**config.mk**
```make
export PLATFORM = sky130hd
export DESIGN_NAME = cht_ram
export DESIGN_NICKNAME = d
export VERILOG_FILES = /design/src/design/cht_ram.sv
export SDC_FILE = /design/constraint.sdc
export NUM_CORES = 1
export LEC_CHECK = 0
export ABC_AREA = 1
export BUFFER_PORTS_ARGS = -buffer_cell sky130_fd_sc_hd__clkbuf_2
export CORE_ASPECT_RATIO = 0.8
export CORE_MARGIN = 1.5
export CORE_UTILIZATION = 50
export CTS_CLUSTER_SIZE = 12
export DETAILED_ROUTE_END_ITERATION = 6
export GPL_ROUTABILITY_DRIVEN = 0
export PLACE_DENSITY = 0.67
export SYNTH_ARGS = -nofsm -noshare
export SYNTH_HDL_FRONTEND = slang
export SYNTH_SLANG_ARGS = --single-unit
```
**constraint.sdc**
```tcl
create_clock -name clk_i -period 3 [get_ports clk_i]
set_input_delay 0.6 -clock clk_i [delete_from_list [all_inputs] [get_ports clk_i]]
set_output_delay 0.6 -clock clk_i [all_outputs]
set_load 0.005 [all_outputs]
```
**src/design/cht_ram.sv**
```systemverilog
// Generic single-port-write, single-port-read synchronous RAM with registered read data.
`default_nettype none

module cht_ram #(
  parameter int DEPTH = 16,
  parameter int WIDTH = 8
) (
  input  wire logic                     clk_i,
  input  wire logic                     we_i,
  input  wire logic [$clog2(DEPTH)-1:0] waddr_i,
  input  wire logic [WIDTH-1:0]         wdata_i,
  input  wire logic [$clog2(DEPTH)-1:0] raddr_i,
  output logic      [WIDTH-1:0]         rdata_o
);

  logic [WIDTH-1:0] mem [DEPTH];

  always_ff @(posedge clk_i) begin
    if (we_i) begin
      mem[waddr_i] <= wdata_i;
    end
  end

  always_ff @(posedge clk_i) begin
    rdata_o <= mem[raddr_i];
  end

endmodule

`default_nettype wire

```
# Word level (Yosys, flattened, before mapping)
# Memories as Yosys holds them, arrays and structs flattened. A register that Yosys moved wholly into a read port is not among the register bits.
# Index checks and enable logic that the tools add are counted.
[classes] muxes=2
[ops] cell="$mux W1" n=2
[word_totals] out_inout_bits=8 ff_bits=0 ramBits=128 memories=1 wordCells=3 inputBits=18
[mem_list] memory="mem" depth=16 width=8 read_ports=1 rd_ports_with_merged_regs=1 wr=1 line="16" rtl="logic [WIDTH-1:0] mem [DEPTH];"

# Logic depth before layout (Yosys ltp)
[logic_depth] ltp_word=2 depth_mapped=8 depth_no_buf=7

# Worst setup path after synthesis
# No wires, ideal clock.
[synth_timing] path_kind="input to register" from="in waddr_i[2]" to="mem mem[10][0] (enable)" setup_time_ps=370 slack_ps=1449 arrival_ps=1181 path_stages=2 n_path_buf=0 required_ps=2630 path_cell_list="nand3b_1 -> nor2_1"
[synth_lines] item="start, declared" line="10" rtl="input wire logic [$clog2(DEPTH)-1:0] waddr_i,"
[synth_lines] item="end, declared" line="16"
# No word-level cell before the write port.

==> flow_summary.toml <==
[timing]
max_freq_mhz = 606
setup_viol = 0
max-slew-margin-rel = 0.454
setup_tns_ps = 0
tightest_slew_ps = 817
fin_skew_ps = 6.88
rsz0062_at_grt = "no"
hold_viol = 0
fin_crit_sh = 0.550
hold_slack_ps = 577
slew_viol_final = 0
min_period_ps = 1650

[synth]
synth_top_area_share = 0.667
synth_nets = 569
syn_avg_cell_area_um2 = 10.5
yosysUniqueCellTypes = 12
yosysSeqAreaShare = 0.694
syn_area_um2 = 5770
ys_seq_elements = 136
ys.warnings.count = 0
synth_area_leader_cell = "edfxtp_1"
synth_area_leaders = "edfxtp_1 (67%), nand2_1 (11%), nand3_1 (8.4%), inv_1 (6.5%), dfxtp_1 (2.8%)"
synth_cells = 551

[global_routing]
grt_first_pass_wirelength_um = 20000
grt_usage = 0.231
antenna_found_initial = 0
grt_pass1_vias = 3540
overflow = 0
grt_max_degree = 65

[cts]
cts_buffers = 17
root_buffer = "clkbuf_16"
cts_setup_buffers = 0
clkLatencyLatePin_ps = 410
clock_path_buffers = 2
cts_tree = "yes"
cts_sinks = 136
cts_resized = 0
hold_buffers = 0
htreeDepth = 4
clk_pin_slew_ps = 50

[route]
wl_per_cell_um = 17.5
firstDrtPassIters = 5
finalWirelength_um = 12800
antenna_left = 0
route.detailed.drc = 0
avgViaCountPerCell = 5.11
drt_iter0_drc = 474
vias = 3729

[worst_setup_path]
crit_chain = "clkbuf_2 -> inv_2 -> buf_12 -> nand2_1 -> nand3_1 -> nand3_1 -> nand3_1 -> nand2_1"
cp_slowest_cell = "inv_2"
reg2reg_to = "rdata_o[4]"
ff2ff_path_depth = 6
rr_startpoint = "mem[11][4]"
cp-end-kind = "flip-flop"
critical_path_arrival_ps = 1940
worst_setup_path_start_kind = "input pin"
worstPathRequired_ps = 3300
critPathMaxStageDelay_ps = 450
cp_common_cell = "nand3_1"
cp.buffers_inverters = 3
r2r_slack_ps = 1940
path_delay_family = "buffers and inverters"
path_class = "input pin to flip-flop"
cp_max_fo = 33

[floorplan]
rows = 34
ioPinCount = 26
initial_core_util = 0.521
dieArea_um2 = 12200
coreArea_um2 = 11100
die_height_um = 99.1
dieWidth_um = 123

[placed_design]
portBuffers = 25
postPlaceCellArea_um2 = 5940
hpwl_um = 7720

[layout]
final_cell_mix = "nand2_1 (173), edfxtp_1 (128), inv_1 (100)"
diodes = 0
area_growth_pct = 12.2
final_nets = 592
finalInstanceArea_um2 = 6470
drive_above_1_share = 0.0904
mostFrequentLayoutCell = "nand2_1"

[power_and_ir_drop]
power.density_nw_per_um2 = 659
ir_drop_v = 0.000451
p_leak_uw = 0.00279

[min_path]
min_path_cells = 3
hold_path_class = "input pin to flip-flop"
whs_endpoint = "rdata_o[0]"
holdCritStartpoint = "raddr_i[3]"

[flow_run]
drv_cap = 0

[run_status]
status = "complete, no violations"
[cell families (layout without fill, tap and decap cells)]
kind of cell	after synthesis	after routing	synth area share
flip-flops	136	136	0.694
buffers and inverters	126	161	0.0952
AND/OR/NAND/NOR	289	289	0.210
[synth_stat cells]
library cell and number:
nand3b_1 2, buf_4 4, buf_6 6, buf_1 1, inv_1 100, edfxtp_1 128, dfxtp_1 8, nand2_1 173
nand3_1 97, inv_2 2, nor2_1 17, buf_2 13
[how the worst max path moves through the flow]
stage / cells past startpoint / from / end
floorplan: 2 / waddr_i[2] / mem[10][0]
global placement: 3 / waddr_i[3] / mem[7][0]
detailed placement: 8 / raddr_i[0] / rdata_o[4]
CTS: 8 / raddr_i[0] / rdata_o[4]
global route: 9 / raddr_i[0] / rdata_o[6]
finish: 8 / raddr_i[0] / rdata_o[4]
[layout make-up]
type	count	area, um^2
well taps	144	180
clock inverters	5	51.3
inverters	102	383
multi-input cells	289	1210
clock buffers	26	479
repair buffers	28	160
flip-flops and latches	136	4000
fillers	929	4590
[worst register-to-register path: cells and delay by family (launching register included)]
| kind | cells | cell delay, ps |
|---|---|---|
| simple gates | 5 | 520 |
| buf+inv | 1 | 60 |
| flops | 1 | 360 |
[through the flow]
step	total power (uW)	cells	setup slack [ps]	util
floorplan	2320	551	1450	-
global placement	2430	699	935	0.537
detailed placement	2430	699	940	0.537
CTS	4290	730	1370	0.585
global route	4410	730	1250	0.585
finish	4270	730	1350	0.585
[layer usage]
| layer | up-vias | routed length [um] | global-route usage |
|---|---|---|---|
| li1 | 1822 | - | - |
| met1 | 1721 | 5920 | 0.354 |
| met2 | 168 | 5440 | 0.310 |
| met3 | 18 | 1260 | 0.0735 |
| met4 | 0 | 140 | 0.0796 |
| met5 | - | 0 | 0 |
[registers in the layout, indices dropped and copies added, names as in the netlist]
register	cells
mem	128
rdata_o	8
[power by group]
part           total [uW]  switching (uW)  internal (uW)
Combinational         249             180           68.9
Sequential           2140            16.6           2130
Clock                1870             701           1170
Total                4270             898           3370
No activity file was read; power rests on OpenSTA's default activity.
