--- src/design/cht_pkg.sv ---
// Shared constants, codes and types of the capture history table.
`default_nettype none

package cht_pkg;

  localparam int NUM_PIECE_TYPES    = 6;
  localparam int NUM_SQUARES        = 64;
  localparam int NUM_CAPTURED_TYPES = 5;
  localparam int TABLE_DEPTH        = NUM_PIECE_TYPES * NUM_SQUARES * NUM_CAPTURED_TYPES;
  localparam int ADDR_W             = $clog2(TABLE_DEPTH);

  localparam int ENTRY_W   = 32;
  localparam int VALUE_W   = 33;
  localparam int DEPTH_W   = 7;
  localparam int BONUS_W   = 16;
  localparam int MULT_W    = 8;
  localparam int DIVISOR_W = 16;
  localparam int CFG_IDX_W = 2;
  localparam int CFG_DAT_W = 16;
  localparam int MB_W      = MULT_W + BONUS_W;
  localparam int PROD_W    = ENTRY_W + BONUS_W;
  localparam int SUM_W     = PROD_W + 2;

  localparam int DIV_STEPS_PER_CYCLE = 2;
  localparam int DIV_CYCLES          = PROD_W / DIV_STEPS_PER_CYCLE;
  localparam int DIV_CNT_W           = $clog2(DIV_CYCLES);

  localparam int QUEEN_BONUS = 64000;

  localparam logic MODE_LOOKUP = 1'b0;
  localparam logic MODE_UPDATE = 1'b1;

  typedef enum logic [CFG_IDX_W-1:0] {
    CFG_BONUS_LIMIT = 2'd0,
    CFG_BONUS_MULT  = 2'd1,
    CFG_DECAY_DIV   = 2'd2
  } cfg_idx_e;

  typedef enum logic [5:0] {
    ST_CLEAR  = 6'b000001,
    ST_IDLE   = 6'b000010,
    ST_READ   = 6'b000100,
    ST_DSTART = 6'b001000,
    ST_DWAIT  = 6'b010000,
    ST_FINISH = 6'b100000
  } state_e;

  typedef struct packed {
    logic                 start;
    logic [PROD_W-1:0]    dividend;
    logic [DIVISOR_W-1:0] divisor;
  } div_req_t;

  typedef struct packed {
    logic              done;
    logic [PROD_W-1:0] quotient;
  } div_rsp_t;

endpackage

`default_nettype wire

--- src/design/cht_divider.sv ---
// Serial restoring divider, two quotient bits per cycle, for the decay term.
`default_nettype none

module cht_divider (
  input  wire logic              clk_i,
  input  wire logic              rst_ni,
  input  wire cht_pkg::div_req_t req_i,
  output cht_pkg::div_rsp_t      rsp_o
);

  logic                                   busy_q, busy_d;
  logic                                   done_q, done_d;
  logic [cht_pkg::DIV_CNT_W-1:0]          cnt_q, cnt_d;
  logic [cht_pkg::DIVISOR_W-1:0]          rem_q, rem_d;
  logic [cht_pkg::PROD_W-1:0]             quo_q, quo_d;
  logic [cht_pkg::DIVISOR_W-1:0]          den_q, den_d;
  logic [cht_pkg::DIVISOR_W-1:0]          rem_v;
  logic [cht_pkg::PROD_W-1:0]             quo_v;
  logic [cht_pkg::DIVISOR_W:0]            trial;

  always_comb begin
    rem_v = rem_q;
    quo_v = quo_q;
    trial = '0;
    for (int i = 0; i < cht_pkg::DIV_STEPS_PER_CYCLE; i++) begin
      trial = {rem_v, quo_v[cht_pkg::PROD_W-1]};
      if (trial >= {1'b0, den_q}) begin
        rem_v = cht_pkg::DIVISOR_W'(trial - {1'b0, den_q});
        quo_v = {quo_v[cht_pkg::PROD_W-2:0], 1'b1};
      end else begin
        rem_v = trial[cht_pkg::DIVISOR_W-1:0];
        quo_v = {quo_v[cht_pkg::PROD_W-2:0], 1'b0};
      end
    end
  end

  always_comb begin
    busy_d = busy_q;
    done_d = 1'b0;
    cnt_d  = cnt_q;
    rem_d  = rem_q;
    quo_d  = quo_q;
    den_d  = den_q;
    if (req_i.start) begin
      busy_d = 1'b1;
      cnt_d  = '0;
      rem_d  = '0;
      quo_d  = req_i.dividend;
      den_d  = (req_i.divisor == '0) ? cht_pkg::DIVISOR_W'(1) : req_i.divisor;
    end else if (busy_q) begin
      rem_d = rem_v;
      quo_d = quo_v;
      cnt_d = cnt_q + 1'b1;
      if (cnt_q == cht_pkg::DIV_CNT_W'(cht_pkg::DIV_CYCLES - 1)) begin
        busy_d = 1'b0;
        done_d = 1'b1;
      end
    end
  end

  always_ff @(posedge clk_i or negedge rst_ni) begin
    if (!rst_ni) begin
      busy_q <= 1'b0;
      done_q <= 1'b0;
      cnt_q  <= '0;
    end else begin
      busy_q <= busy_d;
      done_q <= done_d;
      cnt_q  <= cnt_d;
    end
  end

  always_ff @(posedge clk_i) begin
    rem_q <= rem_d;
    quo_q <= quo_d;
    den_q <= den_d;
  end

  assign rsp_o.done     = done_q;
  assign rsp_o.quotient = quo_q;

endmodule

`default_nettype wire

--- config.mk ---
export PLATFORM = sky130hd
export DESIGN_NAME = cht_divider
export DESIGN_NICKNAME = d
export VERILOG_FILES = /design/src/design/cht_pkg.sv /design/src/design/cht_divider.sv
export SDC_FILE = /design/constraint.sdc
export NUM_CORES = 1
export LEC_CHECK = 0
export BUFFER_PORTS_ARGS = -buffer_cell sky130_fd_sc_hd__buf_2
export CAP_MARGIN = 20
export CORE_MARGIN = 1.5
export CORE_UTILIZATION = 35
export DETAILED_ROUTE_END_ITERATION = 6
export PLACE_DENSITY = 0.6
export SLEW_MARGIN = 5
export SYNTH_ARGS = -nofsm -noshare
export SYNTH_HDL_FRONTEND = slang
export SYNTH_SLANG_ARGS = --single-unit
export TNS_END_PERCENT = 5
--- constraint.sdc ---
create_clock -name clk_i -period 4.9 [get_ports clk_i]
set_clock_uncertainty 0.15 [all_clocks]
set_input_delay 0.98 -clock clk_i [delete_from_list [all_inputs] [get_ports clk_i]]
set_output_delay 0.98 -clock clk_i [all_outputs]
set_load 0.03 [all_outputs]
# Yosys cells after proc, flatten, opt, wreduce, memory -nomap -nowiden
# Index checks and enable logic that the tools add are counted.
[classes] n_eq_ne=1 muxes=14 n_addsub=3 n_reduce_logical=2 order_cmp=2
[ops] cell="two-way mux 48 bit" count=2
[ops] cell="greater-or-equal comparator 17 x 16 -> 1 bit" count=2
[ops] cell="two-way mux 16 bit" count=2
[ops] cell="subtractor 16 bit" count=2
[ops] cell="logical NOT 16 bit" count=1
[ops] cell="two-way mux 5 bit" count=2
[ops] cell="two-way mux 1 bit" count=8
[ops] cell="adder 5 x 1 -> 5 bit, second input constant" count=1
[ops] cell="equality test 5 bit, second input constant" count=1
[ops] cell="nonzero test 2 bit" count=1
[word_totals] output_inout_bits=49 register_bits=87 word_cells=28 inputBits=67

# Depth between registers and ports, before layout
[logic_depth] depth_word=6 ltp_mapped=20 ltp_nobuf=19

# Worst setup path before layout
# Ideal clock, no wire load.
[synth_timing] path_type="flip-flop to flip-flop" startpoint="reg den_q[8] (netlist bit)" endpoint="reg quo_q[0] (netlist bit) (data pin)" slack_ns=0.161 arrival_ns=4.329 setup_ns=0.260 required_time_ns=4.490 n_path_buf=2 period_less_slack_ns=4.739 stages_incl_launch_ff=19 cell_sequence="edfxtp_1 > inv_1 > ha_1 > nand2_1 > or3_4 > a41oi_4 > nor3_2 > o31ai_2 > buf_4 > mux2_1 > ha_1 > a21oi_1 > nand2_1 > nor3_1 > a21o_1 > a2bb2oi_1 > o211ai_4 > buf_6 > mux2_2"
[synth_via] elab_chain_cells=6 word_cells_on_any_way=7 classes_between="add/sub: 1; order compare: 2; mux: 4"
[synth_lines] item="start: declaration" line_no="cht_divider.sv:16" rtl="logic [cht_pkg::DIVISOR_W-1:0] den_q, den_d;"
[synth_lines] item="start signal: assignment" line_no="cht_divider.sv:76" rtl="den_q <= den_d;"
[synth_lines] item="subtractor 16 bit / greater-or-equal comparator 17 x 16 -> 1 bit (equally long branches)" line_no="cht_divider.sv:28, cht_divider.sv:27"
[synth_lines] item="two-way mux 16 bit" line_no="cht_divider.sv:27" rtl="if (trial >= {1'b0, den_q}) begin"
[synth_lines] item="greater-or-equal comparator 17 x 16 -> 1 bit (*)" line_no="cht_divider.sv:27"
[synth_lines] item="two-way mux 1 bit (*)" line_no="cht_divider.sv:27"
[synth_lines] item="two-way mux 48 bit (*)" line_no="cht_divider.sv:50" rtl="end else if (busy_q) begin"
[synth_lines] item="two-way mux 48 bit (*)" line_no="cht_divider.sv:44" rtl="if (req_i.start) begin"
[synth_lines] item="named net quo_d (one bit)" line_no="cht_divider.sv:15" rtl="logic [cht_pkg::PROD_W-1:0] quo_q, quo_d;"
[synth_lines] item="end signal: assignment" line_no="cht_divider.sv:75" rtl="quo_q <= quo_d;"
[synth_lines] item="end: declaration" line_no="cht_divider.sv:15"
# Mark *: on every way through the listed nets, which the timed path passes. The rest lies on a longest branch. The select of a mux whose other input is x is not followed.
# A chain may end at the register's enable or synchronous reset.

# Worst setup path after layout
[layout_timing] startpoint="reg den_q[14] (netlist bit)" endpoint="reg rem_q[0] (netlist bit)"
[layout_via] elab_chain_cells=4 word_cells_on_any_way=5 classes_between="add/sub: 1; order compare: 2; mux: 2"
[layout_lines] item="subtractor 16 bit / greater-or-equal comparator 17 x 16 -> 1 bit (equally long branches)" line_no="cht_divider.sv:28, cht_divider.sv:27"
[layout_lines] item="two-way mux 16 bit" line_no="cht_divider.sv:27"
[layout_lines] item="greater-or-equal comparator 17 x 16 -> 1 bit (*)" line_no="cht_divider.sv:27"
[layout_lines] item="two-way mux 16 bit (*)" line_no="cht_divider.sv:27"
[layout_lines] item="end signal: assignment" line_no="cht_divider.sv:74" rtl="rem_q <= rem_d;"
[layout_lines] item="end: declaration" line_no="cht_divider.sv:14" rtl="logic [cht_pkg::DIVISOR_W-1:0] rem_q, rem_d;"
# Every way passes the cells marked *; elsewhere a longest branch is shown, timed or not.

==> results.md <==
- RR Startpoint: den_q[14]
- Worst setup path class: reg2reg
- Finished Cell Area: 6570 sq um
- Initial drt markers: 209
- DRT antenna net count: 0
- Vias in the first global route: 4274
- Crit path time final: 4.69 ns
- Setup slack, reg-to-reg: 0.21 ns
- Final TNS setup: 0 ns
- Critical path depth in cells: 16
- Cts-stage hold buffer count: 0
- Mapped Cells: 497
- Slew @ Worst Pin: 0.947 ns
- Register area share after synthesis: 44.7%
- Pwr dens: 632 nW/um^2
- Slew headroom: 36.9%
- Maximum clock path buffer count: 2
- Proportion of synthesized area in mux cells: 15.6%
- CP top delay family: compound AO/OA/AOI/OAI gates
- Max Fclk: 213 MHz
- Synth Area in Adders: 8.37%
- Final Cycle Share: 95.7%
- EDFF count, synth: 64
- CP max stage delay: 0.43 ns
- Ys Warns: 0
- Syn_nets: 599
- Synthesis-stage register bit count: 87
- Synth-to-Final Area Change: 21.4%
- Die W: 127 microns
- Max-cap violation count: 0
- IO Pins: 116
- Drc violations: 0
- Placer Congestion: 0.861
- Final Hold Vio Count: 0
- Primary FF master, synth: edfxtp_1
- Ant diodes: 0
- Reg2Reg Depth: 16
- Placed insts: 785
- Die ar.: 16200 sq um
- Worst-path clk slew: 0.07 ns
- Die Span Y: 127 microns
- Initial DRT Pass Iterations: 5
- Routed length per instance: 16.9 microns
- Routed WL: 13600 microns
- XOR/XNOR Fraction of Synth Area: 4.37%
- Layout Utilization: 43.4%
- Grt ovf: 0
- Synth Area in Compound Gates: 12.0%
- CTS tree: built
- Outcome: completed
- Crit path required time: 5.00 ns
- Initial Util: 35.7%
- Crit end category: flip-flop
- Post-synthesis simple-gate area fraction: 10.4%
- Crit Reg-Reg Endpoint: rem_q[0]
- Vias post-DR: 4272
- Largest net degree at the start of global routing: 76
- Largest family of logic cells by synthesized area: multiplexers
- H-tree depth: 3
- CTS Buf Count: 9
- Gr usage total: 17.1%
- Pwr Total: 4150 uW
- Static Leak: 0.00285 uW
- IO buf count: 115
- Core ar.: 15100 sq um
- Mapped Avg Cell Area: 10.9 sq um
- Vias per std cell: 5.32
- CTS sink count: 87
- Cell area after synthesis: 5410 sq um
- CP max stage cell: edfxtp_1
- DP Area: 6220 sq um
- Distinct cells, synth: 57
- Fraction of registers with async set/reset: 8.05%
- Buf/Inv on CP: 1
- Share of layout cells above drive strength 1: 36.6%
- Crit path launch type: flip-flop
- Fin nets: 712
- # setup viols final: 0
- Clock insertion delay at the later pin of the skew report: 0.34 ns
- Post-Layout Cell Count: 803
- Antenna violations before repair: 0
- Root Buffer: clkbuf_16
- Final slew viol count: 0
- Critical Path AT: 4.79 ns
- Detail Placement HPWL: 10500 microns
- Worst path cell trace: inv_1 -> ha_1 -> a21o_1 -> a211o_1 -> a41oi_2 -> o31a_1 -> mux2i_1 -> ha_1 -> nor2b_1 -> o211ai_1 -> a31o_2 -> a21o_1 -> a2bb2oi_2 -> o211ai_4 -> mux2_1 -> a211oi_1
- CP Max Fanout: 6
- First-pass GRT wire length: 21800 microns
- Worst VDD drop: 257 uV
- Core Rows: 45
- Hold Crit Class: in2async
## layer usage
layer  wire length [microns]  global-route usage [%]
met5                       0                       0
met4                     257                    5.21
met2                    6630                    29.1
met3                     907                    3.64
met1                    5810                    21.8
## repair_timing
item / in CTS / in global routing
resized for setup: 0 / 11
endpoints found under the hold margin: 0 / 0
setup buffers: 1 / 0
pin swaps: 1 / 1
setup endpoints to repair: 5 / 16
## synthesized netlist by cell type (2+ instances only)
master,instances,share of area (%)
nor3_1,10,0.92
nand2_1,29,2.0
a21o_1,5,0.69
o21ai_1,9,0.83
mux2_1,2,0.42
edfxtp_1,64,36
ha_1,33,7.6
nor2_1,26,1.8
a211oi_1,7,0.97
o21ai_0,14,1.3
nand3_1,7,0.65
buf_4,2,0.28
o211ai_1,4,0.55
xnor2_1,16,2.6
nor3b_1,2,0.28
nor4_1,6,0.69
dfxtp_1,16,5.9
dfrtp_1,7,3.2
clkbuf_1,27,1.9
or2_2,4,0.46
mux2_2,59,12
inv_1,33,2.3
a41oi_1,2,0.32
xor2_1,11,1.8
o21a_1,2,0.28
and3_1,2,0.23
mux2i_1,16,3.0
o21bai_1,2,0.28
nand4_1,6,0.69
nor2b_1,7,0.81
a211o_1,2,0.32
fa_1,2,0.74
nand2b_1,7,0.81
a31oi_1,5,0.58
o31ai_1,2,0.28
a21oi_1,28,2.6
## per-stage QoR
| stage | setup slack (ns) | hold WS, ns |
|---|---|---|
| after floorplan | 0.161 | 0.292 |
| after global placement | -0.0457 | 0.315 |
| after detailed placement | -0.0700 | 0.317 |
| after CTS | 0.0440 | 0.306 |
| after global routing | -0.0187 | 0.311 |
| final | 0.209 | 0.308 |
## layout by cell type (no fill, tap or decap), types with 11 or more instances in the layout
master / n
buf_2: 115
edfxtp_1: 64
mux2_2: 59
ha_1: 32
inv_1: 31
nand2_1: 29
a21oi_1: 27
nor2_1: 26
xnor2_1: 16
mux2i_1: 16
dfxtp_1: 16
buf_4: 15
o21ai_0: 14
xor2_1: 11
## worst max-delay path by stage
| stage | from | endpoint |
|---|---|---|
| finish | den_q[14] | rem_q[0] |
| global route | quo_q[47] | rem_q[0] |
| floorplan | den_q[8] | quo_q[0] |
| global placement | den_q[1] | rem_q[0] |
| CTS | den_q[1] | rem_q[0] |
| detailed placement | den_q[1] | rem_q[0] |
## flip-flops by register name (all words and copies together), names as in the netlist
| register | cells |
|---|---|
| done_q | 1 |
| rem_q | 16 |
| busy_q | 1 |
| cnt_q | 5 |
| den_q | 16 |
| quo_q | 48 |
## cell type report
cell class | instances | area [sq um]
clock inverter | 5 | 32.5
fill | 1383 | 8570
sequential | 87 | 2420
timing repair buffer | 132 | 728
clock buffer | 11 | 233
inverter | 33 | 124
multi-input combinational | 347 | 2800
tap | 188 | 235
## where the power goes
part / total [uW] / leakage [uW] / internal, uW / switching (uW)
sequential: 1010 / 0.000888 / 933 / 77.8
clock: 626 / 0.000124 / 343 / 283
combinational: 2520 / 0.00184 / 1140 / 1380
## kinds of logic (layout without fill, tap and decap cells)
kind of cell    after synthesis  after routing
fa+ha+maj                    35             35
simple gates                112            112
xor+xnor                     27             27
mux                          77             77
flops                        87             87
buf+inv                      63            181
compound gates               96             96
(Power assumes the default switching activity.)
